<file path="src/rtl/core/bpt_pkg.sv">
// Shared types, widths and constants for the Bezier path tessellator.
// No dependencies; every other file in rtl/core uses this package by scoped names.
`default_nettype none

package bpt_pkg;

    localparam int COORD_WIDTH  = 24;
    localparam int MAX_SEGMENTS = 31;
    localparam int SEG_W        = 5;
    localparam int CTL_W        = COORD_WIDTH + 1;
    localparam int T_W          = 17;
    localparam int W_W          = 49;
    localparam int PH_W         = 26 + CTL_W;
    localparam int PL_W         = 25 + CTL_W;
    localparam int ACC_W        = PH_W + 3;
    localparam int OUT_DEPTH    = 16;
    localparam int OUT_AW       = 4;
    localparam int CNT_W        = 5;

    localparam logic [SEG_W-1:0] SEG_RESET = 5'd16;
    localparam logic [T_W-1:0]   T_ONE     = 17'h10000;

    // Configuration register indexes (address bit 2)
    localparam logic CFG_SEGMENTS = 1'b0;
    localparam logic CFG_CLOSED   = 1'b1;

    typedef logic signed [COORD_WIDTH-1:0] t_coord;
    typedef logic signed [CTL_W-1:0]       t_ctl;

    typedef enum logic [2:0] {
        START_ZERO = 3'b001,
        START_ONE  = 3'b010,
        START_END  = 3'b100
    } t_start;

    // One edge to tessellate
    typedef struct packed {
        t_ctl [3:0]       cx;
        t_ctl [3:0]       cy;
        t_start           start;
        logic [SEG_W-1:0] segs;
        logic             last_job;
        logic             fin;
    } t_job;

    typedef struct packed {
        t_coord x;
        t_coord y;
        logic   run_last;
        logic   path_end;
    } t_point;

    typedef struct packed {
        logic [T_W-1:0]   a;
        logic [SEG_W-1:0] b;
    } t_step;

    // Quotient and remainder of 65536 / s
    function automatic t_step step_of(input logic [SEG_W-1:0] s);
        t_step r;
        unique case (s)
            5'd2:    r = '{17'd32768, 5'd0};
            5'd3:    r = '{17'd21845, 5'd1};
            5'd4:    r = '{17'd16384, 5'd0};
            5'd5:    r = '{17'd13107, 5'd1};
            5'd6:    r = '{17'd10922, 5'd4};
            5'd7:    r = '{17'd9362,  5'd2};
            5'd8:    r = '{17'd8192,  5'd0};
            5'd9:    r = '{17'd7281,  5'd7};
            5'd10:   r = '{17'd6553,  5'd6};
            5'd11:   r = '{17'd5957,  5'd9};
            5'd12:   r = '{17'd5461,  5'd4};
            5'd13:   r = '{17'd5041,  5'd3};
            5'd14:   r = '{17'd4681,  5'd2};
            5'd15:   r = '{17'd4369,  5'd1};
            5'd16:   r = '{17'd4096,  5'd0};
            5'd17:   r = '{17'd3855,  5'd1};
            5'd18:   r = '{17'd3640,  5'd16};
            5'd19:   r = '{17'd3449,  5'd5};
            5'd20:   r = '{17'd3276,  5'd16};
            5'd21:   r = '{17'd3120,  5'd16};
            5'd22:   r = '{17'd2978,  5'd20};
            5'd23:   r = '{17'd2849,  5'd9};
            5'd24:   r = '{17'd2730,  5'd16};
            5'd25:   r = '{17'd2621,  5'd11};
            5'd26:   r = '{17'd2520,  5'd16};
            5'd27:   r = '{17'd2427,  5'd7};
            5'd28:   r = '{17'd2340,  5'd16};
            5'd29:   r = '{17'd2259,  5'd25};
            5'd30:   r = '{17'd2184,  5'd16};
            5'd31:   r = '{17'd2114,  5'd2};
            default: r = '{17'd65536, 5'd0};
        endcase
        return r;
    endfunction

endpackage

`default_nettype wire

</file>
<file path="src/rtl/core/bpt_job_fifo.sv">
// Two-entry queue of edge jobs between the front end and the evaluator.
// Depends on bpt_pkg.
`default_nettype none

module bpt_job_fifo (
    input  wire            i_clk,
    input  wire            i_rst_n,
    input  wire            i_push,
    input  wire  bpt_pkg::t_job i_job,
    output logic           o_full,
    input  wire            i_pop,
    output bpt_pkg::t_job  o_head,
    output logic           o_empty
);

    bpt_pkg::t_job r_mem [2];
    logic          r_wr;
    logic          r_rd;
    logic [1:0]    r_cnt;

    assign o_full  = (r_cnt == 2'd2);
    assign o_empty = (r_cnt == 2'd0);
    assign o_head  = r_mem[r_rd];

    // Store pushed jobs
    always_ff @(posedge i_clk) begin
        if (i_push) begin
            r_mem[r_wr] <= i_job;
        end
    end

    // Advance pointers and occupancy
    always_ff @(posedge i_clk) begin
        if (!i_rst_n) begin
            r_wr  <= 1'b0;
            r_rd  <= 1'b0;
            r_cnt <= 2'd0;
        end else begin
            if (i_push) begin
                r_wr <= ~r_wr;
            end
            if (i_pop) begin
                r_rd <= ~r_rd;
            end
            r_cnt <= r_cnt + 2'(i_push) - 2'(i_pop);
        end
    end

endmodule

`default_nettype wire

</file>
<file path="config.mk">
export PLATFORM = sky130hd
export DESIGN_NAME = bpt_job_fifo
export DESIGN_NICKNAME = d
export VERILOG_FILES = /design/src/rtl/core/bpt_pkg.sv /design/src/rtl/core/bpt_job_fifo.sv
export SDC_FILE = /design/constraint.sdc
export NUM_CORES = 1
export LEC_CHECK = 0
export BUFFER_PORTS_ARGS = -buffer_cell sky130_fd_sc_hd__buf_2
export CORE_MARGIN = 2
export CORE_UTILIZATION = 49
export CTS_BUF_LIST = sky130_fd_sc_hd__clkbuf_4
export CTS_CLUSTER_SIZE = 40
export DETAILED_ROUTE_END_ITERATION = 8
export GPL_ROUTABILITY_DRIVEN = 0
export PLACE_DENSITY = 0.78
export SETUP_SLACK_MARGIN = 0.5
export SYNTH_ARGS = -nofsm -noshare
export SYNTH_HDL_FRONTEND = slang
export SYNTH_SLANG_ARGS = --single-unit
</file>
<file path="constraint.sdc">
create_clock -name i_clk -period 11.18 [get_ports i_clk]
set_input_delay 2.236 -clock i_clk [delete_from_list [all_inputs] [get_ports i_clk]]
set_output_delay 2.236 -clock i_clk [all_outputs]
set_load 0.02 [all_outputs]
</file>
==> results of run 1 <==
## stage by stage
step                hold slack (ps)  std cells  worst slack, ps    util
finish                        606.4       1662             5773  0.6129
global route                  632.5       1661             5541  0.6128
CTS                           605.4       1654             5635  0.6122
detailed placement            588.0       1485             6114  0.5716
global placement              558.6       1485             6171  0.5716
floorplan                     554.6        674             3018       -
## layer usage
| layer | wire length [um] | track usage | vias up |
|---|---|---|---|
| met5 | 0 | 0 | - |
| met4 | 1071 | 0.1089 | 0 |
| met3 | 2577 | 0.06899 | 67 |
| met2 | 16140 | 0.3160 | 349 |
| met1 | 10720 | 0.1811 | 4008 |
| li1 | - | - | 3780 |
## worst paths after layout
check	cells after the start	startpoint	slack [ps]	end
worst max-delay path	3	flop	5770	o_head[104]
worst min-delay path	2	r_rd$_SDFFE_PN0P_	610	r_rd$_SDFFE_PN0P_
worst max register to register	3	r_wr$_SDFFE_PN0P_	8220	r_mem[0][179]$_DFFE_PP_
worst min register to register	2	r_rd$_SDFFE_PN0P_	610	r_rd$_SDFFE_PN0P_
## area by class of cell
cell class                      count  area [um^2]
Timing Repair Buffer              432         2180
Clock inverter                     17        130.1
Antenna cell                        8        20.02
Sequential cell                   425        12720
Inverter                            2        7.507
Tap cell                          402        503.0
Fill cell                        2271        12120
Clock buffer                      152         1141
Multi-Input combinational cell    224         2492
## critical path, delay by kind of cell (launching register included)
family / cells / cell delay [ps]
multiplexers: 1 / 450
buffers and inverters: 2 / 1070
flip-flops: 1 / 810
## cells in the final DEF (no fill, tap or decap), drive strengths merged
cell type / n
and2: 4
ha: 2
buf: 432
o21a: 1
nor2: 1
clkinvlp: 3
clkbuf: 152
mux2: 210
xnor3: 1
inv: 2
xor2: 1
bufinv: 2
clkinv: 12
edfxtp: 420
dfxtp: 5
diode: 8
nor2b: 4
## power groups by stage
stage / Clock, W / Combinational (W) / Sequential (W)
global placement: 0 / 0.000406 / 0.00190
detailed placement: 0 / 0.000411 / 0.00190
finish: 0.00122 / 0.000409 / 0.00187
CTS: 0.00126 / 0.000413 / 0.00187
global route: 0.00134 / 0.000434 / 0.00188
floorplan: 0 / 0.000275 / 0.00190
## registers in the layout, summed over array words and instances (netlist names), named ones only
| name | count |
|---|---|
| r_cnt | 2 |
| r_mem | 420 |
| r_rd | 1 |
| r_wr | 1 |
## cells by family (layout without fill, tap and decap cells)
group	Yosys count	count (layout)
AOI/OAI and AO/OA	1	1
xor gates and xnor gates	2	2
adders and majority gates	2	2
buffers and inverters	25	603
DFF	425	425
muxes	210	210
other	0	8
and+or+nand+nor	9	9
==> impl_metrics.toml, run 1 <==
[die]
coreArea_um2 = 31310
initial_core_util = 0.4936
die_h_um = 181.6
dieArea_um2 = 32980
fp-row-count = 65
die_x_um = 181.6
io_pins = 426

[pwr]
p_int_w = 0.002670
power_frac_clock = 0.348
power_density_nw_per_um2 = 182.2
pwr-share-comb = 0.117
switching_share = 0.2365
p_switching_w = 0.0008272
p_leak_nw = 7.300
total_power_w = 0.003497
vdd_drop_max_mv = 0.1464
seqPwrFrac = 0.535

[grt]
grt_pass1_vias = 8864
gr-total-overflow = 0
grt_pass1_wl_um = 45250
grt_usage = 0.1801
antenna_found_initial = 7
grt_start_max_net_pins = 80

[sta]
maxSlewHeadroom = 0.2599
setup_violations = 0
drv_slew = 0
fin_crit_sh = 0.4837
final.setup.tns_ps = 0
rsz0062_at_grt = "no"
period_minus_slack_ps = 5407
timing_hold_violations_final = 0
tightest_slew_ps = 1110
fmax_mhz = 184.9
skew_ps = 21.80

[cts]
cts-root-buf = "clkbuf_4"
cts_resized = 0
path_clk_slew_ps = 60
cts.sinks = 425
htree_levels = 3
insertion_delay_ps = 750
cts_buffers = 105
cts_tree = "done"
postCtsSetupBuffers = 0
cts.path.max_buffers = 3
holdBufCountCts = 0

[yosys]
synth_warnings = 0
synth.area.top_cells = "edfxtp_1 (82%), mux2_2 (15%), buf_6 (1.6%), dfxtp_1 (0.65%), and2_1 (0.16%)"
yosysTopAreaCellShare = 0.8161
syn-instance-count = 674
ys_seq_area_frac = 0.8225
muxShareOfSynthArea = 0.1530
synth_top_cell_by_area = "edfxtp_1"
synth_common_cells = "edfxtp_1 (420), mux2_2 (210), buf_6 (22)"
syn-num-nets = 890
ys_seq_elements = 425
syn_area_um2 = 15450
synth_xor_xnor_area_share = 0.002024
synthAdderAreaFrac = 0.001619
synth_edf_count = 420
synth_simple_gate_area_share = 0.003481
avgSynthCellArea_um2 = 22.93
synth_top_family_by_area = "multiplexers"
synth_compound_area_frac = 0.0004858
synthArstFlopShare = 0
synth_flop_cell = "edfxtp_1"
post-synth-top-count-cell = "edfxtp_1"
synth.distinct_cells = 13

[worst_setup_path]
worst_ep_arrival_time_ps = 3170
crit_path_end_kind = "output pin"
cpPeakStageDelay_ps = 900
crit_fanout = 79
cp.required_ps = 8940
crit_chain = "buf_4 > mux2_2 > buf_2"
critPathSlowestCell = "buf_4"
startpoint_type = "flop"
crit_type = "reg -> out"

[detailed_routing]
drc = 0
avgViaCountPerCell = 4.936
drt_iter0_drc = 356
drt_pass1_iterations = 4
ant_nets = 0
wl_per_cell_um = 18.36
drt-total-wl_um = 30510
num_vias = 8204

[placement]
post-dp-hpwl_um = 19800
port_buffers = 425
placed_area_um2 = 17900

[finish]
final_nets = 1406
final_cell_area_um2 = 19190
area_growth_pct = 24.17
drive_gt1_frac = 0.6422

[outcome]
outcome = "finished clean"

[hold_path]
hold_path_class = "reg -> reg"

[flow_run]
maxCapViolations = 0
(Power assumes the default switching activity.)
==> inputs of run 2 (changes only) <==
clock period = 4.6 ns   (was 11.18 ns; I/O delays follow)
==> impl_metrics.toml, run 2 (same netlist as run 1, synthesis figures left out) <==
[sta]
skew_ps = 44.63
fmax_mhz = 296.1
fin_ws_ps = 1222
setup_violations = 0
rsz0062_at_grt = "no"
maxSlewHeadroom = 0.3453
drv_slew = 0
final.setup.tns_ps = 0
tightest_slew_ps = 982.0
fin_crit_sh = 0.7343
timing_hold_violations_final = 0
period_minus_slack_ps = 3378

[cts]
cts.sinks = 425
htree_levels = 3
insertion_delay_ps = 740
path_clk_slew_ps = 70
cts_tree = "done"
cts_resized = 0
cts-root-buf = "clkbuf_4"
postCtsSetupBuffers = 0
cts.path.max_buffers = 3
holdBufCountCts = 0
cts_buffers = 104

[finish]
fillers = 2255
layout_commonest_cell = "buf_2"
largest_reg_flops = 420
reg_top3 = "r_mem (420), r_cnt (2)"
area_growth_pct = 25.32
layout_common_cells = "buf_2 (425), edfxtp_1 (420), mux2_2 (210), clkbuf_4 (153), clkinv_1 (25)"
instances_no_fill = 1683
final_cell_area_um2 = 19370
final_nets = 1412
drive_gt1_frac = 0.6366
regMostFlops = "r_mem"

[worst_setup_path]
reg2reg_from = "r_wr$_SDFFE_PN0P_"
cp.required_ps = 3680
crit_path_end_kind = "output pin"
crit_type = "reg -> out"
worst_ep_arrival_time_ps = 2460
startpoint_type = "flop"
crit_fanout = 63

[die]
io_pins = 426
die_x_um = 181.6
initial_core_util = 0.4936
dieArea_um2 = 32980
fp-row-count = 65
die_h_um = 181.6
coreArea_um2 = 31310

[detailed_routing]
wl_per_cell_um = 18.91
drc = 0
avgViaCountPerCell = 4.904
num_vias = 8253
ant_nets = 0
drt_pass1_iterations = 5
drt_iter0_drc = 384
drt-total-wl_um = 31830

[pwr]
power_frac_clock = 0.352
power_density_nw_per_um2 = 443.0
p_leak_nw = 7.390
vdd_drop_max_mv = 0.3145
switching_share = 0.2395
p_int_w = 0.006525
pwr-share-comb = 0.119
seqPwrFrac = 0.529
total_power_w = 0.008580
p_switching_w = 0.002055

[grt]
grt_usage = 0.1916
antenna_found_initial = 9
gr-total-overflow = 0
grt_pass1_vias = 8972
grt_pass1_wl_um = 47670
grt_start_max_net_pins = 84

[hold_path]
hold_path_class = "in -> reg"
min-delay-start = "i_job[87]"

[flow_run]
maxCapViolations = 0

[placement]
post-dp-hpwl_um = 21630
port_buffers = 425
dp_slack_ps = 1916
post-place-cells = 1492
placed_area_um2 = 18030

[outcome]
outcome = "finished clean"
run 2: worst paths after layout:
kind                                                to  slack [ps]  cells past startpoint
worst max-delay path                       o_head[191]        1220                      3
worst min-delay path            r_mem[1][87]$_DFFE_PP_         360                      1
worst min register to register                    flop         590                      2
worst max register to register   r_mem[1][2]$_DFFE_PP_        2580                      2
run 2: final cells by class:
cell class                 instances  area, um^2  area share
antenna                            7       17.52   0.0009045
clock buffer                     153        1149     0.05931
clock inverter                    31       175.2    0.009045
inverter                           2       7.507   0.0003876
multi-input combinational        224        2492      0.1287
sequential                       425       12720      0.6566
tap                              402       503.0     0.02597
timing repair buffer             439        2307      0.1191
run 2: power groups by stage:
stage / logic, W / clock network [W] / registers, W
global route: 0.00108 / 0.00333 / 0.00455
detailed placement: 0.00102 / 0 / 0.00463
global placement: 0.00101 / 0 / 0.00461
CTS: 0.00103 / 0.00313 / 0.00454
finish: 0.00102 / 0.00302 / 0.00454
floorplan: 0.000669 / 0 / 0.00461
run 2: critical path, cell delays in order, from the launching register on:
cell	delay [ps]
dfxtp_4	690
buf_12	360
mux2_2	410
buf_2	170
run 2: metal layers:
metal / wire length [um] / GRT usage
met1: 11350 / 0.2039
met2: 16600 / 0.3324
met3: 2838 / 0.07300
met4: 1007 / 0.09854
met5: 25 / 0
run 2: stage by stage:
step           hold slack [ps]  utilization
6_report                 357.9       0.6185
3_3_place_gp             557.2       0.5757
4_1_cts                  240.0       0.6180
5_1_grt                  263.3       0.6185
2_1_floorplan            554.6            -
3_5_place_dp             576.6       0.5757
==> inputs of run 3 (changes only) <==
ABC_AREA = 1   (was not set)
CORE_UTILIZATION = 54   (was 49)
PLACE_DENSITY = 0.82   (was 0.78)
clock period = 3.2 ns   (was 4.6 ns; I/O delays follow)
==> impl_metrics.toml, run 3 <==
[outcome]
outcome = "finished clean"

[grt]
grt_start_max_net_pins = 112
grt_pass1_vias = 8867
antenna_found_initial = 10
gr-total-overflow = 0
grt_usage = 0.2015
grt_pass1_wl_um = 46470

[flow_run]
maxCapViolations = 0

[finish]
fillers = 1855
multi_input_area_um2 = 2487
final_nets = 1418
layout_common_cells = "buf_2 (425), edfxtp_1 (420), mux2_2 (210), clkbuf_4 (142), clkinv_1 (28)"
reg_top3 = "r_mem (420), r_cnt (2)"
drive_gt1_frac = 0.6267
layout_commonest_cell = "buf_2"
largest_reg_flops = 420
register_area_um2 = 12720
area_growth_pct = 24.55
instances_no_fill = 1660
regMostFlops = "r_mem"

[die]
die_x_um = 173.2
dieArea_um2 = 29990
die_h_um = 173.2
fp-row-count = 61
io_pins = 426
initial_core_util = 0.5517
coreArea_um2 = 28010

[placement]
post-place-cells = 1475
port_buffers = 425
post-dp-hpwl_um = 20250

[worst_setup_path]
cp.required_ps = 2560
crit_type = "reg -> out"
crit_fanout = 89
rr_worst_depth = 3
cpPeakStageDelay_ps = 410
crit_family = "buffers and inverters"
critPathSlowestCell = "mux2_2"
crit_path_end_kind = "output pin"
crit_chain = "buf_16 > mux2_2 > buf_2"
worst_ep_arrival_time_ps = 2090
worst-path-buf-inv = 2
startpoint_type = "flop"
cp_num_cells = 3

[cts]
insertion_delay_ps = 700
cts-root-buf = "clkbuf_4"
htree_levels = 3
cts_tree = "done"
cts.sinks = 425
cts_resized = 3
holdBufCountCts = 0
path_clk_slew_ps = 70
postCtsSetupBuffers = 0
cts_buffers = 103
cts.path.max_buffers = 3

[detailed_routing]
avgViaCountPerCell = 5.015
num_vias = 8325
wl_per_cell_um = 18.49
drt-total-wl_um = 30690
drt_iter0_drc = 478
drt_pass1_iterations = 4
drc = 0
ant_nets = 0

[yosys]
syn-num-nets = 902
yosysTopAreaCellShare = 0.8161
ys_seq_elements = 425
synth_xor_xnor_area_share = 0
synth_top_cell_by_area = "edfxtp_1"
ys_seq_area_frac = 0.8225
synth_flop_cell = "edfxtp_1"
synth_simple_gate_area_share = 0.004453
synth.distinct_cells = 11
synth_top_family_by_area = "multiplexers"
synth_common_cells = "edfxtp_1 (420), mux2_2 (210), buf_6 (22)"
syn_area_um2 = 15450
synth.area.top_cells = "edfxtp_1 (82%), mux2_2 (15%), buf_6 (1.6%), dfxtp_1 (0.65%), nor2_1 (0.22%)"
synthAdderAreaFrac = 0.001619
post-synth-top-count-cell = "edfxtp_1"
synthArstFlopShare = 0
muxShareOfSynthArea = 0.1530
synth_warnings = 0
synth_edf_count = 420
avgSynthCellArea_um2 = 22.53
synth_compound_area_frac = 0.0003238
syn-instance-count = 686

[sta]
maxSlewHeadroom = 0.5377
final.setup.tns_ps = 0
fmax_mhz = 366.5
rsz0062_at_grt = "yes"
skew_ps = 29.01
timing_hold_violations_final = 0
period_minus_slack_ps = 2728
setup_violations = 0
tightest_slew_ps = 693.4
fin_crit_sh = 0.8526
drv_slew = 0

[hold_path]
whs_path_depth = 1
hold_path_class = "in -> reg"

[pwr]
power_density_nw_per_um2 = 615.7
vdd_drop_max_mv = 0.4593
p_leak_nw = 7.340
-- run 3: final cells by class --
cell class / count / area share
clock inverter: 36 / 0.008190
antenna: 7 / 0.0009100
timing repair buffer: 434 / 0.1189
clock buffer: 142 / 0.05538
inverter: 7 / 0.002210
tap: 378 / 0.02457
multi-input combinational: 231 / 0.1292
sequential: 425 / 0.6606
-- run 3: layer usage --
metal	vias up	track usage	share of wire
met1	4033	0.2199	0.36
met5	-	0	0.0013
met2	383	0.3487	0.52
met4	6	0.09675	0.033
li1	3831	-	-
met3	72	0.07432	0.085
-- run 3: power by group --
part	internal (W)	leakage [nW]	switching (W)
sequential	0.00645	3.98	0.0000679
combinational	0.000519	2.63	0.000799
clock	0.00205	0.730	0.00196
total	0.00903	7.34	0.00283
-- run 3: worst paths after layout --
kind / from / end / slack, ps
setup / recovery: flop / o_head[102] / 470
hold / removal: i_job[26] / r_mem[0][26]$_DFFE_PP_ / 130
setup reg to reg: r_wr$_SDFFE_PN0P_ / r_mem[1][104]$_DFFE_PP_ / 1550
hold reg to reg: r_rd$_SDFFE_PN0P_ / r_rd$_SDFFE_PN0P_ / 520
-- run 3: kinds of logic after synthesis --
logic type	count (synthesis)
adders and majority gates	2
AOI/OAI and AO/OA	1
and+or+nand+nor	18
DFF	425
muxes	210
buffers and inverters	30
-- run 3: worst reg2reg max path, cell delays in order (launching register included) --
cell,delay (ps)
dfxtp_1,490
nand2_8,80
clkinvlp_4,120
buf_12,420
-- run 3: through the flow --
step / setup WS, ps / hold WS [ps] / area (um^2) / total power (W) / utilization
final: 471.7 / 127.8 / 19250 / 0.01185 / 0.6872
after global routing: 356.3 / 29.59 / 19250 / 0.01240 / 0.6872
after CTS: 415.9 / 25.86 / 19230 / 0.01202 / 0.6866
after detailed placement: 1106 / 512.0 / 17990 / 0.007960 / 0.6422
after global placement: 1117 / 478.8 / 17990 / 0.007916 / 0.6422
after floorplan: -1005 / 463.5 / 15490 / 0.007473 / -
