===== src/rtl/core/bpt_pkg.sv =====
// Shared types, widths and constants for the Bezier path tessellator.
// No dependencies; every other file in rtl/core uses this package by scoped names.
`default_nettype none

package bpt_pkg;

    localparam int COORD_WIDTH  = 24;
    localparam int MAX_SEGMENTS = 31;
    localparam int SEG_W        = 5;
    localparam int CTL_W        = COORD_WIDTH + 1;
    localparam int T_W          = 17;
    localparam int W_W          = 49;
    localparam int PH_W         = 26 + CTL_W;
    localparam int PL_W         = 25 + CTL_W;
    localparam int ACC_W        = PH_W + 3;
    localparam int OUT_DEPTH    = 16;
    localparam int OUT_AW       = 4;
    localparam int CNT_W        = 5;

    localparam logic [SEG_W-1:0] SEG_RESET = 5'd16;
    localparam logic [T_W-1:0]   T_ONE     = 17'h10000;

    // Configuration register indexes (address bit 2)
    localparam logic CFG_SEGMENTS = 1'b0;
    localparam logic CFG_CLOSED   = 1'b1;

    typedef logic signed [COORD_WIDTH-1:0] t_coord;
    typedef logic signed [CTL_W-1:0]       t_ctl;

    typedef enum logic [2:0] {
        START_ZERO = 3'b001,
        START_ONE  = 3'b010,
        START_END  = 3'b100
    } t_start;

    // One edge to tessellate
    typedef struct packed {
        t_ctl [3:0]       cx;
        t_ctl [3:0]       cy;
        t_start           start;
        logic [SEG_W-1:0] segs;
        logic             last_job;
        logic             fin;
    } t_job;

    typedef struct packed {
        t_coord x;
        t_coord y;
        logic   run_last;
        logic   path_end;
    } t_point;

    typedef struct packed {
        logic [T_W-1:0]   a;
        logic [SEG_W-1:0] b;
    } t_step;

    // Quotient and remainder of 65536 / s
    function automatic t_step step_of(input logic [SEG_W-1:0] s);
        t_step r;
        unique case (s)
            5'd2:    r = '{17'd32768, 5'd0};
            5'd3:    r = '{17'd21845, 5'd1};
            5'd4:    r = '{17'd16384, 5'd0};
            5'd5:    r = '{17'd13107, 5'd1};
            5'd6:    r = '{17'd10922, 5'd4};
            5'd7:    r = '{17'd9362,  5'd2};
            5'd8:    r = '{17'd8192,  5'd0};
            5'd9:    r = '{17'd7281,  5'd7};
            5'd10:   r = '{17'd6553,  5'd6};
            5'd11:   r = '{17'd5957,  5'd9};
            5'd12:   r = '{17'd5461,  5'd4};
            5'd13:   r = '{17'd5041,  5'd3};
            5'd14:   r = '{17'd4681,  5'd2};
            5'd15:   r = '{17'd4369,  5'd1};
            5'd16:   r = '{17'd4096,  5'd0};
            5'd17:   r = '{17'd3855,  5'd1};
            5'd18:   r = '{17'd3640,  5'd16};
            5'd19:   r = '{17'd3449,  5'd5};
            5'd20:   r = '{17'd3276,  5'd16};
            5'd21:   r = '{17'd3120,  5'd16};
            5'd22:   r = '{17'd2978,  5'd20};
            5'd23:   r = '{17'd2849,  5'd9};
            5'd24:   r = '{17'd2730,  5'd16};
            5'd25:   r = '{17'd2621,  5'd11};
            5'd26:   r = '{17'd2520,  5'd16};
            5'd27:   r = '{17'd2427,  5'd7};
            5'd28:   r = '{17'd2340,  5'd16};
            5'd29:   r = '{17'd2259,  5'd25};
            5'd30:   r = '{17'd2184,  5'd16};
            5'd31:   r = '{17'd2114,  5'd2};
            default: r = '{17'd65536, 5'd0};
        endcase
        return r;
    endfunction

endpackage

`default_nettype wire


===== src/rtl/core/bpt_front.sv =====
// Front end: accepts anchors, keeps path state and turns each anchor into edge jobs.
// Depends on bpt_pkg.
`default_nettype none

module bpt_front (
    input  wire                        i_clk,
    input  wire                        i_rst_n,
    input  wire                        i_push,
    output logic                       o_full,
    input  wire  bpt_pkg::t_coord      i_anchor_x,
    input  wire  bpt_pkg::t_coord      i_anchor_y,
    input  wire  bpt_pkg::t_coord      i_handle_in_x,
    input  wire  bpt_pkg::t_coord      i_handle_in_y,
    input  wire  bpt_pkg::t_coord      i_handle_out_x,
    input  wire  bpt_pkg::t_coord      i_handle_out_y,
    input  wire                        i_final_anchor,
    input  wire  [bpt_pkg::SEG_W-1:0]  i_segs,
    input  wire                        i_closed,
    output logic                       o_job_push,
    output bpt_pkg::t_job              o_job,
    input  wire                        i_job_full
);

    bpt_pkg::t_coord r_prev_px, r_prev_py, r_prev_hx, r_prev_hy;
    bpt_pkg::t_coord r_first_px, r_first_py, r_first_hx, r_first_hy;
    logic [1:0]      r_count;
    logic            r_pend_v;
    bpt_pkg::t_job   r_pend;

    logic          accept;
    logic          has_a;
    logic          needs_b;
    bpt_pkg::t_job job_a;
    bpt_pkg::t_job job_b;
    bpt_pkg::t_ctl px, py;

    assign o_full = r_pend_v || i_job_full;
    assign accept = i_push && !o_full;
    assign px     = bpt_pkg::CTL_W'(i_anchor_x);
    assign py     = bpt_pkg::CTL_W'(i_anchor_y);

    // Build the edge ending at this anchor, or the lone point
    always_comb begin
        job_a.segs     = i_segs;
        job_a.fin      = i_final_anchor;
        if (r_count == 2'd0) begin
            job_a.cx       = {px, px, px, px};
            job_a.cy       = {py, py, py, py};
            job_a.start    = bpt_pkg::START_END;
            job_a.last_job = 1'b1;
        end else begin
            job_a.cx[0]    = bpt_pkg::CTL_W'(r_prev_px);
            job_a.cy[0]    = bpt_pkg::CTL_W'(r_prev_py);
            job_a.cx[1]    = bpt_pkg::CTL_W'(r_prev_px) + bpt_pkg::CTL_W'(r_prev_hx);
            job_a.cy[1]    = bpt_pkg::CTL_W'(r_prev_py) + bpt_pkg::CTL_W'(r_prev_hy);
            job_a.cx[2]    = px + bpt_pkg::CTL_W'(i_handle_in_x);
            job_a.cy[2]    = py + bpt_pkg::CTL_W'(i_handle_in_y);
            job_a.cx[3]    = px;
            job_a.cy[3]    = py;
            job_a.start    = (r_count == 2'd1) ? bpt_pkg::START_ZERO : bpt_pkg::START_ONE;
            job_a.last_job = !(i_final_anchor && i_closed);
        end
    end

    // Build the closing edge back to the first anchor
    always_comb begin
        job_b.cx[0]    = px;
        job_b.cy[0]    = py;
        job_b.cx[1]    = px + bpt_pkg::CTL_W'(i_handle_out_x);
        job_b.cy[1]    = py + bpt_pkg::CTL_W'(i_handle_out_y);
        job_b.cx[2]    = bpt_pkg::CTL_W'(r_first_px) + bpt_pkg::CTL_W'(r_first_hx);
        job_b.cy[2]    = bpt_pkg::CTL_W'(r_first_py) + bpt_pkg::CTL_W'(r_first_hy);
        job_b.cx[3]    = bpt_pkg::CTL_W'(r_first_px);
        job_b.cy[3]    = bpt_pkg::CTL_W'(r_first_py);
        job_b.start    = bpt_pkg::START_ONE;
        job_b.segs     = i_segs;
        job_b.last_job = 1'b1;
        job_b.fin      = 1'b1;
    end

    assign has_a      = accept && ((r_count != 2'd0) || i_final_anchor);
    assign needs_b    = accept && (r_count != 2'd0) && i_final_anchor && i_closed;
    assign o_job_push = has_a || (r_pend_v && !i_job_full);
    assign o_job      = r_pend_v ? r_pend : job_a;

    // Hold the closing edge until the queue takes it
    always_ff @(posedge i_clk) begin
        if (!i_rst_n) begin
            r_pend_v <= 1'b0;
        end else if (needs_b) begin
            r_pend_v <= 1'b1;
        end else if (r_pend_v && !i_job_full) begin
            r_pend_v <= 1'b0;
        end
    end

    always_ff @(posedge i_clk) begin
        if (needs_b) begin
            r_pend <= job_b;
        end
    end

    // Advance path state on each accepted item
    always_ff @(posedge i_clk) begin
        if (!i_rst_n) begin
            r_prev_px  <= '0;
            r_prev_py  <= '0;
            r_prev_hx  <= '0;
            r_prev_hy  <= '0;
            r_first_px <= '0;
            r_first_py <= '0;
            r_first_hx <= '0;
            r_first_hy <= '0;
            r_count    <= 2'd0;
        end else if (accept) begin
            r_prev_px <= i_anchor_x;
            r_prev_py <= i_anchor_y;
            r_prev_hx <= i_handle_out_x;
            r_prev_hy <= i_handle_out_y;
            if (r_count == 2'd0) begin
                r_first_px <= i_anchor_x;
                r_first_py <= i_anchor_y;
                r_first_hx <= i_handle_in_x;
                r_first_hy <= i_handle_in_y;
            end
            if (i_final_anchor) begin
                r_count <= 2'd0;
            end else if (r_count != 2'd2) begin
                r_count <= r_count + 2'd1;
            end
        end
    end

endmodule

`default_nettype wire


===== config.mk =====
export PLATFORM = sky130hd
export DESIGN_NAME = bpt_front
export DESIGN_NICKNAME = d
export VERILOG_FILES = /design/src/rtl/core/bpt_pkg.sv /design/src/rtl/core/bpt_front.sv
export SDC_FILE = /design/constraint.sdc
export NUM_CORES = 1
export LEC_CHECK = 0
export CORE_ASPECT_RATIO = 0.8
export CORE_MARGIN = 5
export CORE_UTILIZATION = 42
export CTS_CLUSTER_SIZE = 30
export DETAILED_ROUTE_END_ITERATION = 10
export DONT_BUFFER_PORTS = 1
export MAX_ROUTING_LAYER = met4
export PLACE_DENSITY_LB_ADDON = 0.2
export SYNTH_ARGS = -nofsm -noshare
export SYNTH_HDL_FRONTEND = slang
export SYNTH_SLANG_ARGS = --single-unit

===== constraint.sdc =====
create_clock -name i_clk -period 16.85 [get_ports i_clk]
set_input_delay 0 -clock i_clk [delete_from_list [all_inputs] [get_ports i_clk]]
set_output_delay 0 -clock i_clk [all_outputs]
set_load 0.01 [all_outputs]

==> results of run 1 <==
[through the flow]
step | setup WS, ns | hold slack, ns
floorplan | 1.29 | 0.0441
global placement | 13.42 | 0.0588
detailed placement | 13.26 | 0.0600
CTS | 12.93 | 0.0142
global route | 12.75 | 0.0191
finish | 12.90 | -0.00825
[Yosys cell counts (all sizes together) (4+ instances only)]
library cell,number,share of area
o31ai,11,0.0040
buf,31,0.0059
o22ai,5,0.0012
nand2b,14,0.0035
o21bai,27,0.0080
xor2,53,0.018
nand3,47,0.0093
nor3b,4,0.0012
a211oi,27,0.0092
nand3b,4,0.0012
o21ai,188,0.038
and3,19,0.0047
nand4,15,0.0037
inv,52,0.0077
fa,8,0.0063
a2bb2oi,4,0.0014
mux2,68,0.030
dfxtp,195,0.15
a22oi,4,0.0012
clkbuf,105,0.016
a21o,84,0.025
o21a,59,0.017
a21boi,229,0.068
nor2,96,0.014
a41oi,6,0.0027
nor3,22,0.0043
a31o,5,0.0017
a211o,9,0.0031
a21oi,168,0.034
a31oi,24,0.0071
o2111ai,4,0.0014
ha,196,0.097
nand2,567,0.084
edfxtp,201,0.24
mux2i,28,0.011
o211ai,34,0.010
o221ai,5,0.0020
xnor2,94,0.032
nor2b,16,0.0039
or3,10,0.0025
and2,10,0.0025
[worst reg2reg max path, cell delays in order (launching register included)]
cell and delay (ns):
dfxtp_1 0.34, inv_1 0.14, ha_4 0.52, inv_2 0.45
buf_4 0.36, nor2_4 0.16, buf_4 0.50, buf_4 0.67
nand2_1 0.18, a21boi_0 0.20
[power breakdown]
part | switching [W] | internal, W | leakage (nW)
Clock | 0.000419 | 0.000593 | 0.749
Sequential | 0.0000169 | 0.00104 | 3.38
Combinational | 0.000294 | 0.000187 | 7.23
[per-layer routing]
metal / wire length (um) / vias to the layer above
li1: - / 10300
met1: 37600 / 10500
met2: 37900 / 788
met3: 6830 / 136
met4: 2630 / 0
met5: 0 / -
[flip-flops by register name (all words and copies together) (netlist names)]
name        count
r_pend        201
r_first_hx     24
r_first_hy     24
r_first_px     24
r_first_py     24
r_prev_hx      24
r_prev_hy      24
r_prev_px      24
r_prev_py      24
r_count         2
r_pend_v        1
[cells by family after synthesis]
kind of cell             count (synthesis)
adder cells (fa/ha/maj)                204
AND/OR/NAND/NOR                        839
buffers and inverters                  190
multiplexers                            96
flip-flops                             396
XOR/XNOR                               147
AO/OA/AOI/OAI                          916
[how the worst max path moves through the flow]
stage / start / endpoint / slack, ns / depth (start not counted)
CTS: r_prev_py[0] / o_job[57] / 12.93 / 11
floorplan: r_count[0] / r_pend[100] / 1.29 / 5
global placement: r_count[0] / r_first_hx[6] / 13.42 / 9
global route: r_prev_py[0] / o_job[57] / 12.75 / 11
finish: r_prev_py[0] / o_job[57] / 12.90 / 11
detailed placement: r_count[0] / r_first_px[11] / 13.26 / 9
[cell type report]
cell class	instances	area, um^2
Fill cell	5641	30700
Multi-Input combinational cell	2202	14700
Sequential cell	396	9940
Timing Repair Buffer	175	1730
Clock buffer	69	1380
Tap cell	779	975
Inverter	54	205
Clock inverter	15	129
Antenna cell	5	12.5
==> metrics.md, run 1 <==
| Metric | Value |
|---|---|
| Final core utilization | `0.487` |
| Fin area | `29100 um^2` |
| Status | `finished, violations left` |
| Compound-gate portion of the synthesized area | `0.244` |
| Most frequent cells in the layout | `565 x nand2_1, 226 x a21boi_0, 201 x edfxtp_1, 195 x ha_1, 194 x dfxtp_1` |
| DRC viols | `0` |
| Tmin final | `3.95 ns` |
| Worst Tran Pin Value | `1.03 ns` |
| Worst flop-to-flop path startpoint | `r_count[0]` |
| WS Path Type | `register to primary output` |
| Worst path slowest cell | `o21ai_0` |
| Total GRT Usage | `0.254` |
| Worst path arrival time | `3.95 ns` |
| Clock Sink Count | `396` |
| Cell Area, Synth | `25400 um^2` |
| Post-Synth Adder-Cell Area | `0.103` |
| Syn Area/Cell | `9.10 um^2` |
| Synth Instances | `2788` |
| Worst reg-to-reg path cell count | `9` |
| Placed Area | `26000 um^2` |
| Post-synth ARST share | `0` |
| Gr busiest metal | `met2` |
| HP Class | `input pin to register` |
| Lkg Pwr | `11.4 nW` |
| Period Utilization, post-route | `0.234` |
| Clock Skew | `0.0200 ns` |
| Max VDD drop | `0.0758 mV` |
| Clock Path Buffers | `3` |
| Die ar. | `65400 um^2` |
| Core box area | `59800 um^2` |
| DP Wirelength | `58100 um` |
| Met3 GRT Util | `0.0562` |
| Htree depth | `2` |
| Share of cells above drive strength 1 | `0.0697` |
| Hold path startpoint | `i_rst_n` |
| Power per cell area | `87.7 nW/um^2` |
| Gates resized, CTS repair | `0` |
| CP max stage delay | `0.47 ns` |
| Setup TNS | `0 ns` |
| Largest net degree at the start of global routing | `196` |
| RSZ-0062 raised after global routing | `no` |
| WL/cell | `23.0 um` |
| Worst Path Required | `16.85 ns` |
| Vias | `21700` |
| Endpoints failing setup | `0` |
| Max-Slew Margin vs Limit | `0.312` |
| CTS tree | `built` |
| Final WL | `85000 um` |
| XOR/XNOR share of the synthesized area | `0.0508` |
| Max Cap Violations | `0` |
| Initial Util | `0.424` |
| Clk slew on worst S/H paths | `0.06 ns` |
| Cell count after placement | `3450` |
| Worst setup SP type | `register` |
| Worst r2r dst | `r_first_px[11]` |
| Crit-path max FO | `4` |
| P&R area growth vs syn | `14.7%` |
| Setup bufs post-CTS | `0` |
| Antenna-violating nets left | `0` |
| Skew-Pair Late Insertion Delay | `0.58 ns` |
| Worst-path cell chain | `ha_1, fa_1, a211oi_2, o21ai_1, a41oi_2, o21ai_2, a221o_1, a211oi_2, a21oi_1, xnor2_1, o21ai_0` |
| Final net count | `3233` |
| Vias per cell | `5.87` |
| Hold Path Depth | `2` |
| PortBufs | `0` |
| Placer Congestion | `0.933` |
| Final non-filler cell total | `3695` |
| CP Capture Type | `primary output` |
| Reg2reg setup slack | `13.26 ns` |
| Most common cell after layout, fill and taps aside | `nand2_1` |
| Post-synthesis sequential area ratio | `0.392` |
| Most used DFF post-synth | `edfxtp_1` |
| Mux share of post-synthesis cell area | `0.0414` |
| CTS Root Cell | `clkbuf_16` |
| CTS Buf Count | `45` |
| Main combinational cell family by area after synthesis | `compound AO/OA/AOI/OAI gates` |
| Initial DRT Pass Iterations | `5` |
| Slew Limit Fails | `0` |
| Die Wd | `285 um` |
| Fmax achieved | `253 MHz` |
| Hold Path End | `r_prev_py[23]` |
| Hold Violations, Final | `4` |
| IO Pins | `367` |
| Number of flops mapped to enable cells by yosys | `201` |
| GR Overflow Total | `0` |
| Cell family with most CP delay | `compound AO/OA/AOI/OAI gates` |
| Fin Hold WS | `-0.00825 ns` |
| Synth warnings | `0` |
| Initial antenna violation count | `6` |
| Global-route wire length before repair | `128000 um` |
| Die H | `230 um` |
| Post-layout power | `0.00255 W` |
| Cell variety after synth | `82` |
| Hold Buf Count CTS | `156` |
| Mapped Nets | `3147` |
| Number of global-route vias before repair | `20900` |
| CP dominant cell by count | `a211oi_2` |
| Met1 usage | `0.338` |
| 1st-iter DRT viols | `1631` |
| Worst path bufs/invs | `0` |
| Met2 usage | `0.392` |
| Post-Synth Simple-Gate Area | `0.140` |
| Failing checks | `negative hold slack` |
| Row count | `80` |
| Flops & latches, synth | `396` |
No activity file was read; power rests on OpenSTA's default activity.
==> run 2, diff against run 1 <==
- clock period: 16.85 -> 3.8 ns (I/O delays scaled with it)
==> run 2 against run 1 <==
Effect of this change:
- worst hold slack got worse by 0.0046 ns
- power increased to 4.5 times the previous value
- the flow still finishes with violations (negative hold slack)
- final cell count increased by 0.51%
==> metrics.md, run 2 (synthesis gave the netlist of run 1 again) <==
| Metric | Value |
|---|---|
| Skew-Pair Late Insertion Delay | `0.58 ns (about the same)` |
| CP Capture Type | `primary output` |
| Switching share of total power | `0.284 (-0.00207)` |
| CTS Buf Count | `46 (+2.2%)` |
| Register share of total power | `0.407 (-0.008)` |
| Clock Path Buffers | `3 (unchanged)` |
| Endpoints failing setup | `0 (unchanged)` |
| Final non-filler cell total | `3714 (+0.51%)` |
| Hold Violations, Final | `1 (-3)` |
| CTS Root Cell | `clkbuf_16` |
| RSZ-0062 raised after global routing | `no` |
| P&R area growth vs syn | `15.9%` |
| Clock power frac | `0.407 (+0.011)` |
| Htree depth | `2 (unchanged)` |
| Comb power frac | `0.186 (-0.002)` |
| CP dominant cell by count | `o21ai_2` |
| Vias per cell | `5.85 (-0.30%)` |
| PortBufs | `0 (unchanged)` |
| 1st-iter DRT viols | `1891 (+16%)` |
| Power per cell area | `393 nW/um^2 (+350%)` |
| Max VDD drop | `0.316 mV (+320%)` |
| Total GRT Usage | `0.255 (+0.000733)` |
| DP Wirelength | `58000 um (-0.11%)` |
| Die ar. | `65400 um^2 (unchanged)` |
| Cell count after placement | `3464 (+0.41%)` |
| Largest net degree at the start of global routing | `195 (-0.51%)` |
| Switching pwr | `0.00328 W (+350%)` |
| Placer Congestion | `0.964 (+3.3%)` |
| Die H | `230 um (unchanged)` |
| WS Path Type | `register to primary output` |
| Post-layout power | `0.0115 W (+350%)` |
| Clock Skew | `0.0165 ns (-0.00344 ns)` |
| Worst path slowest cell | `a221o_2` |
| Final core utilization | `0.492 (+0.00507)` |
| IO Pins | `367 (unchanged)` |
| Die Wd | `285 um (unchanged)` |
| WL/cell | `23.0 um (-0.18%)` |
| Worst path arrival time | `3.62 ns (-0.33 ns)` |
| Initial Util | `0.424 (unchanged)` |
| Clock Sink Count | `396 (unchanged)` |
| Largest register FFs | `201 (unchanged)` |
| Most frequent cells in the layout | `565 x nand2_1, 226 x a21boi_0, 201 x edfxtp_1, 195 x ha_1, 192 x dfxtp_1` |
| Most common cell after layout, fill and taps aside | `nand2_1` |
| Worst Path Required | `3.80 ns (-13.05 ns)` |
| CTS tree | `built` |
| Clk slew on worst S/H paths | `0.06 ns (about the same)` |
| Antenna-violating nets left | `0 (unchanged)` |
| Worst Tran Pin Value | `1.02 ns (-0.0120 ns)` |
| Lkg Pwr | `11.5 nW (+1.3%)` |
| Worst setup SP type | `register` |
| Fmax achieved | `277 MHz` |
| Slew Limit Fails | `0 (unchanged)` |
| Number of global-route vias before repair | `20900 (+0.24%)` |
| Vias | `21700 (+0.21%)` |
| Failing checks | `negative hold slack` |
| Row count | `80 (unchanged)` |
| Crit-path max FO | `4 (unchanged)` |
| Final WL | `85300 um (+0.33%)` |
| GR Overflow Total | `0 (unchanged)` |
| Worst-path cell chain | `ha_1, fa_2, a211oi_4, o21ai_2, a41oi_2, o21ai_2, a221o_2, a211oi_2, a21oi_1, xnor2_1, o21ai_1, buf_4` |
| Reg2reg setup slack | `0.58 ns (-12.68 ns)` |
| Tmin final | `3.62 ns` |
| Period Utilization, post-route | `0.952` |
| Biggest register | `r_pend` |
| Share of cells above drive strength 1 | `0.0785 (+0.00874)` |
| Worst path bufs/invs | `1 (+1)` |
| Max-Slew Margin vs Limit | `0.321 (+0.00966)` |
| Max Cap Violations | `0 (unchanged)` |
| Placement Setup Slack | `0.578 ns (-12.68 ns)` |
| Internal power | `0.00827 W (+350%)` |
| Fin Hold WS | `-0.0128 ns (-0.00455 ns)` |
| HP Class | `input pin to register` |
| Initial DRT Pass Iterations | `6 (+1)` |
| Core box area | `59800 um^2 (unchanged)` |
| Initial antenna violation count | `5 (-1)` |
| Status | `finished, violations left` |
| Cell family with most CP delay | `compound AO/OA/AOI/OAI gates` |
| # fillers | `5598 (-0.76%)` |
| CP max stage delay | `0.42 ns (-0.05 ns)` |
| DRC viols | `0 (unchanged)` |
| Global-route wire length before repair | `128000 um (+0.49%)` |
| Final setup margin | `0.184 ns (-12.72 ns)` |
| Final net count | `3252 (+0.59%)` |
-- run 2: through the flow --
stage	area, um^2	TNS (ns)
2_1_floorplan	25400	-446.46
4_1_cts	29300	0
3_5_place_dp	26200	0
3_3_place_gp	26200	0
5_1_grt	29400	0
6_report	29400	0
-- run 2: power groups by stage --
stage          combinational [W]  clock, W  sequential, W
5_1_grt                  0.00234   0.00497        0.00471
3_3_place_gp             0.00184         0        0.00479
3_5_place_dp             0.00188         0        0.00479
4_1_cts                  0.00213   0.00480        0.00470
2_1_floorplan            0.00145         0        0.00477
6_report                 0.00215   0.00470        0.00470
-- run 2: routing by layer --
layer / global-route usage / vias to the layer above / routed length [um]
met2: 0.393 / 754 / 38400
met3: 0.0515 / 110 / 6710
met1: 0.352 / 10600 / 38700
met5: - / - / 0
met4: 0.0520 / 0 / 1510
li1: - / 10300 / -
-- run 2: layout make-up --
cell class	count	area (um^2)	area share
clock buffer	68	1390	0.0472
multi-input combinational	2202	14800	0.503
sequential	396	9950	0.338
tap	779	975	0.0331
timing repair buffer	193	1910	0.0649
inverter	54	205	0.00698
clock inverter	18	195	0.00664
antenna	4	10.0	0.000340
-- run 2: worst paths after layout --
check	start	endpoint	cells after the start
min reg2reg	r_first_py[12]	r_pend[97]	0
max	r_prev_py[0]	o_job[57]	12
min	i_rst_n	r_pend_v	2
max reg2reg	r_first_py[0]	r_pend[84]	11
-- run 2: timing repair --
| item | in CTS | in global routing |
|---|---|---|
| hold endpoints to repair | 297 | 0 |
| buffers inserted | 2 | 1 |
| setup endpoints to repair | 1 | 9 |
| hold buffers | 157 | 0 |
| resized for setup | 1 | 11 |
| pin swaps | 3 | 3 |
-- run 2: worst register-to-register path, stage by stage, from the launching register on --
cell and delay (ns):
dfxtp_1 0.33, ha_1 0.22, fa_1 0.41, a21o_1 0.21
a21oi_2 0.20, o21ai_0 0.19, a211oi_2 0.38, o211ai_1 0.33
a211o_1 0.34, o211ai_1 0.16, nor3_1 0.08, a211oi_1 0.21
